--- src/rtl/core/otp_pkg.sv ---
`default_nettype none

package otp_pkg;

    localparam int CFG_INDEX_BITS = 3;
    localparam int CFG_DATA_BITS  = 32;

    localparam logic [CFG_INDEX_BITS-1:0] CFG_CENTER_X  = 3'd0;
    localparam logic [CFG_INDEX_BITS-1:0] CFG_CENTER_Y  = 3'd1;
    localparam logic [CFG_INDEX_BITS-1:0] CFG_CENTER_Z  = 3'd2;
    localparam logic [CFG_INDEX_BITS-1:0] CFG_GRAVITY   = 3'd3;
    localparam logic [CFG_INDEX_BITS-1:0] CFG_TIME_STEP = 3'd4;
    localparam logic [CFG_INDEX_BITS-1:0] CFG_MAX_STEPS = 3'd5;

    localparam logic CMD_LOAD = 1'b0;
    localparam logic CMD_STEP = 1'b1;

    localparam int COORD_BITS   = 32;
    localparam int DIFF_BITS    = 33;
    localparam int MAX_STEP_BITS = 14;
    localparam int DOT_FROM     = 11;

    typedef struct packed {
        logic start;
    } norm_req_t;

    typedef struct packed {
        logic done;
    } norm_rsp_t;

endpackage

`default_nettype wire

--- src/rtl/core/otp_norm.sv ---
`default_nettype none

module otp_norm
    import otp_pkg::*;
#(
    parameter int FRAC_BITS = 16
)
(
    input  wire logic                                 clk,
    input  wire logic                                 rst_n,
    input  wire norm_req_t                            req,
    input  wire logic [2:0][DIFF_BITS-1:0]            diff,
    output norm_rsp_t                                 rsp,
    output logic      [2:0][FRAC_BITS+1:0]            unit
);

    localparam int QW = FRAC_BITS + 1;
    localparam int UW = FRAC_BITS + 2;
    localparam int DCW = $clog2(QW);

    typedef enum logic [5:0] {
        N_IDLE  = 6'b000001,
        N_SHIFT = 6'b000010,
        N_SQ    = 6'b000100,
        N_SQRT  = 6'b001000,
        N_DIV   = 6'b010000,
        N_DONE  = 6'b100000
    } nstate_t;

    nstate_t state_reg, state_next;
    logic [2:0][DIFF_BITS-1:0] b_reg, b_next;
    logic [2:0]       neg_reg, neg_next;
    logic [63:0]      sum_reg, sum_next;
    logic [61:0]      prod_reg, prod_next;
    logic [1:0]       k_reg, k_next;
    logic             ph_reg, ph_next;
    logic [63:0]      n_reg, n_next;
    logic [63:0]      r_reg, r_next;
    logic [4:0]       it_reg, it_next;
    logic [32:0]      rem_reg, rem_next;
    logic [QW-1:0]    q_reg, q_next;
    logic [DCW-1:0]   dcnt_reg, dcnt_next;
    logic [2:0][UW-1:0] unit_reg, unit_next;

    logic [DIFF_BITS-1:0] m;
    logic [63:0] bitv;
    logic [63:0] trial;
    logic [32:0] shifted;
    logic [QW-1:0] qn;
    logic [30:0] bk;

    always_comb
    begin
        m = b_reg[0];
        if (b_reg[1] > m)
        begin
            m = b_reg[1];
        end
        if (b_reg[2] > m)
        begin
            m = b_reg[2];
        end
    end

    assign bk    = b_reg[k_reg][30:0];
    assign bitv  = 64'd1 << (6'd62 - {it_reg, 1'b0});
    assign trial = r_reg + bitv;
    assign shifted = {rem_reg[31:0], (dcnt_reg == '0) ? bk[0] : 1'b0};

    always_comb
    begin
        state_next = state_reg;
        b_next     = b_reg;
        neg_next   = neg_reg;
        sum_next   = sum_reg;
        prod_next  = prod_reg;
        k_next     = k_reg;
        ph_next    = ph_reg;
        n_next     = n_reg;
        r_next     = r_reg;
        it_next    = it_reg;
        rem_next   = rem_reg;
        q_next     = q_reg;
        dcnt_next  = dcnt_reg;
        unit_next  = unit_reg;
        qn         = '0;
        case (state_reg)
            N_IDLE:
            begin
                if (req.start)
                begin
                    for (int i = 0; i < 3; i++)
                    begin
                        neg_next[i] = diff[i][DIFF_BITS-1];
                        b_next[i]   = diff[i][DIFF_BITS-1] ? DIFF_BITS'(-diff[i]) : diff[i];
                    end
                    state_next = N_SHIFT;
                end
            end
            N_SHIFT:
            begin
                if (m == '0)
                begin
                    unit_next  = '0;
                    state_next = N_DONE;
                end
                else if (m[32:31] != 2'b00)
                begin
                    for (int i = 0; i < 3; i++)
                    begin
                        b_next[i] = b_reg[i] >> 1;
                    end
                end
                else if (m[32:30] == 3'b000)
                begin
                    for (int i = 0; i < 3; i++)
                    begin
                        b_next[i] = b_reg[i] << 1;
                    end
                end
                else
                begin
                    sum_next   = '0;
                    k_next     = '0;
                    ph_next    = 1'b0;
                    state_next = N_SQ;
                end
            end
            N_SQ:
            begin
                if (!ph_reg)
                begin
                    prod_next = bk * bk;
                    ph_next   = 1'b1;
                end
                else
                begin
                    sum_next = sum_reg + 64'(prod_reg);
                    ph_next  = 1'b0;
                    if (k_reg == 2'd2)
                    begin
                        n_next     = sum_reg + 64'(prod_reg);
                        r_next     = '0;
                        it_next    = '0;
                        state_next = N_SQRT;
                    end
                    else
                    begin
                        k_next = k_reg + 2'd1;
                    end
                end
            end
            N_SQRT:
            begin
                if (n_reg >= trial)
                begin
                    n_next = n_reg - trial;
                    r_next = (r_reg >> 1) + bitv;
                end
                else
                begin
                    r_next = r_reg >> 1;
                end
                it_next = it_reg + 5'd1;
                if (it_reg == 5'd31)
                begin
                    k_next     = '0;
                    rem_next   = {3'b000, b_reg[0][30:1]};
                    q_next     = '0;
                    dcnt_next  = '0;
                    state_next = N_DIV;
                end
            end
            N_DIV:
            begin
                if (shifted >= {1'b0, r_reg[31:0]})
                begin
                    rem_next = shifted - {1'b0, r_reg[31:0]};
                    qn = {q_reg[QW-2:0], 1'b1};
                end
                else
                begin
                    rem_next = shifted;
                    qn = {q_reg[QW-2:0], 1'b0};
                end
                q_next    = qn;
                dcnt_next = dcnt_reg + DCW'(1);
                if (dcnt_reg == DCW'(QW - 1))
                begin
                    unit_next[k_reg] = neg_reg[k_reg] ? UW'(-{1'b0, qn}) : UW'({1'b0, qn});
                    if (k_reg == 2'd2)
                    begin
                        state_next = N_DONE;
                    end
                    else
                    begin
                        k_next    = k_reg + 2'd1;
                        rem_next  = {3'b000, b_reg[k_reg + 2'd1][30:1]};
                        q_next    = '0;
                        dcnt_next = '0;
                    end
                end
            end
            N_DONE:
            begin
                state_next = N_IDLE;
            end
            default:
            begin
                state_next = N_IDLE;
            end
        endcase
    end

    always_ff @(posedge clk or negedge rst_n)
    begin
        if (!rst_n)
        begin
            state_reg <= N_IDLE;
        end
        else
        begin
            state_reg <= state_next;
        end
    end

    always_ff @(posedge clk)
    begin
        b_reg    <= b_next;
        neg_reg  <= neg_next;
        sum_reg  <= sum_next;
        prod_reg <= prod_next;
        k_reg    <= k_next;
        ph_reg   <= ph_next;
        n_reg    <= n_next;
        r_reg    <= r_next;
        it_reg   <= it_next;
        rem_reg  <= rem_next;
        q_reg    <= q_next;
        dcnt_reg <= dcnt_next;
        unit_reg <= unit_next;
    end

    assign rsp.done = (state_reg == N_DONE);
    assign unit     = unit_reg;

endmodule

`default_nettype wire

--- config.mk ---
export PLATFORM = sky130hd
export DESIGN_NAME = otp_norm
export DESIGN_NICKNAME = d
export VERILOG_FILES = /design/src/rtl/core/otp_pkg.sv /design/src/rtl/core/otp_norm.sv
export SDC_FILE = /design/constraint.sdc
export NUM_CORES = 2
export LEC_CHECK = 0
export ABC_CLOCK_PERIOD_IN_PS = 9250
export BUFFER_PORTS_ARGS = -buffer_cell sky130_fd_sc_hd__buf_2
export CAP_MARGIN = 20
export CORE_MARGIN = 3
export CORE_UTILIZATION = 59
export DETAILED_ROUTE_END_ITERATION = 16
export PLACE_DENSITY = 0.79
export SLEW_MARGIN = 30
export SYNTH_ARGS = -nofsm -noshare
export SYNTH_HDL_FRONTEND = slang
export SYNTH_SLANG_ARGS = --single-unit
--- constraint.sdc ---
create_clock -name clk -period 9.25 [get_ports clk]
set_clock_uncertainty 0.2 [all_clocks]
set_input_delay 1.85 -clock clk [delete_from_list [all_inputs] [get_ports clk]]
set_output_delay 1.85 -clock clk [all_outputs]
set_load 0.02 [all_outputs]
==> flow_metrics.tcl <==
set metrics [dict create \
    outcome "complete, no violations" \
    finalSetupViolations 0 \
    portBuffers 156 \
    final_cell_mix "inv_1 (996), nor2_1 (749), fa_1 (749)" \
    largest_reg_flops 99 \
    pin_count 157 \
    ys_seq_area_share_pct 21.81 \
    synth-edff-count 470 \
    slew_viol_final 0 \
    path_clk_slew_ns 0.07 \
    grt-ovfl-total 0 \
    clock_latency_ns 0.66 \
    setup.worst_path.end_class "flip-flop" \
    drc_errors 0 \
    routed_wl_um 203300 \
    whs_ns 0.3956 \
    drive_gt1_share_pct 8.805 \
    dr.pass1.iters 6 \
    cp.required_ns 9.46 \
    nFillCells 8853 \
    clock-sinks 476 \
    ys_dominant_reg_cell "edfxtp_1" \
    grt_pass1_wl_um 312700 \
    avgSynthCellArea_sq_um 9.078 \
    core_sq_mm 0.1095 \
    htreeDepth 2 \
    layout.nets 8787 \
    arrival_ns 9.36 \
    synth_cells 7205 \
    regArea_sq_mm 0.01426 \
    setup_tns_ns 0 \
    via_per_inst 6.221 \
    vias 55332 \
    synth_area_sq_mm 0.06541 \
    path_common_cell "fa_1" \
    syn_nets 8618 \
    gp_congestion 1.093 \
    final_core_util_pct 65.24 \
    final_common_cell "inv_1" \
    dieArea_sq_mm 0.1149 \
    instances_no_fill 8894 \
    antenna_found_initial 2 \
    die_w_um 339.0 \
    min_path_cells 2 \
    yosysWarnings 0 \
    drt_iter0_markers 6046 \
    final_hold_viol_count 0 \
    crit_type "reg2reg" \
    cp_slowest_cell "fa_1" \
    wire_per_inst_um 22.86 \
    cts_tree "yes" \
    synth-async-reset-ratio_pct 1.261 \
    grt_pass1_vias 55011 \
    dieHeight_um 339.0 \
    grt_max_degree 114 \
    synth_cell_types 90 \
    fmax_ghz 0.1093 \
    multiInputGateArea_sq_mm 0.04655 \
    cts.path.max_buffers 3 \
    crit_fanout 6 \
    worstMarginPinSlew_ns 1.020 \
    drv_cap 0 \
    synth-seq-cells 476 \
    hold_path.class "reg2reg" \
    period_share_pct 98.89 \
    syn2layout_area_growth_pct 9.178 \
    max_stage_delay_ns 0.56 \
    dpl.hpwl_um 161300 \
    ff2ff_path_depth 31 \
    track_usage_pct 34.74 \
    finalCriticalPeriod_ns 9.147 \
    cts_root_buffer "clkbuf_16" \
    startpoint_type "flip-flop" \
    relSlewSlack_pct 31.72 \
    num_rows 121 \
    ant_nets 0 \
    cts_hold_buf 0 \
    numCtsBuffers 53 \
    placed_cells 8756 \
    start_util_pct 59.76 \
]
## worst paths after layout
kind | from | end | slack (ns)
worst max-delay path | k_reg[0] | prod_reg[60] | 0.10
worst min-delay path | rem_reg[29] | rem_reg[30] | 0.40
worst min register to register | rem_reg[29] | rem_reg[30] | 0.40
min in group asynchronous | rst_n | state_reg[2] | 0.83
max in group asynchronous | rst_n | state_reg[0] | 7.79
worst max register to register | k_reg[0] | prod_reg[60] | 0.10
## metrics by stage
stage               setup slack (ns)  cell area [sq um]
detailed placement           -0.1361              68830
global route                 -0.1046              71410
global placement            -0.02074              68830
CTS                         0.006714              70560
floorplan                   0.002512              65410
finish                        0.1025              71410
## synth_stat cells (113+ instances only)
cell type / n / area share [%]
nor3_1: 113 / 0.86
edfxtp_1: 470 / 22
a21oi_1: 422 / 3.2
xnor2_1: 279 / 3.7
o21ai_0: 291 / 2.2
nand2_1: 620 / 3.6
a21o_1: 193 / 2.2
mux2i_1: 188 / 2.9
nor2_1: 768 / 4.4
inv_1: 1006 / 5.8
xor2_1: 153 / 2.0
clkbuf_1: 259 / 1.5
ha_1: 558 / 11
fa_1: 753 / 23
## cell type report
cell class              instances  area share, %
multi-input cells            5408          65.18
flip-flops and latches        476          19.98
inverters                    1010          5.356
repair buffers                425          4.512
well taps                    1476          2.586
clock buffers                  65          1.920
clock inverters                32         0.4591
diodes                          2       0.007008
## critical path: cells and delay by family, from the launching register on
kind,cells,cell delay (ns)
AOI/OAI and AO/OA,8,1.73
and+or+nand+nor,4,0.89
xor gates and xnor gates,1,0.08
DFF,1,0.53
buffers and inverters,9,1.09
adders and majority gates,9,4.40
## metal layers
metal  vias up  wire, um  share of wire [%]  global-route usage [%]
li1      24842         -                  -                       -
met1     26837     78610                 39                   46.28
met2      3060     90850                 45                   54.34
met3       593     21590                 11                   7.196
met4         0     12280                6.0                   16.82
met5         -         0                  0                       0
## cells by family (layout without fill, tap and decap cells)
group | after synthesis | after routing | share of synthesized area (%)
fa+ha+maj | 1311 | 1311 | 33.72
compound gates | 1473 | 1473 | 14.41
flops | 476 | 476 | 21.81
other cells | 0 | 2 | 0
mux | 192 | 192 | 2.946
xor+xnor | 432 | 432 | 5.785
buf+inv | 1321 | 1532 | 7.692
simple gates | 2000 | 2000 | 13.63
## what timing repair did
item | in CTS | in global routing
cloned | 0 | 5
pin swaps | 0 | 10
buffers inserted | 0 | 32
endpoints found under the setup margin | 5 | 21
gates resized for setup | 6 | 93
Power is left out: the tool's default activity adds up to more than one toggle a clock period on the data nets, which glitch-free logic cannot reach.
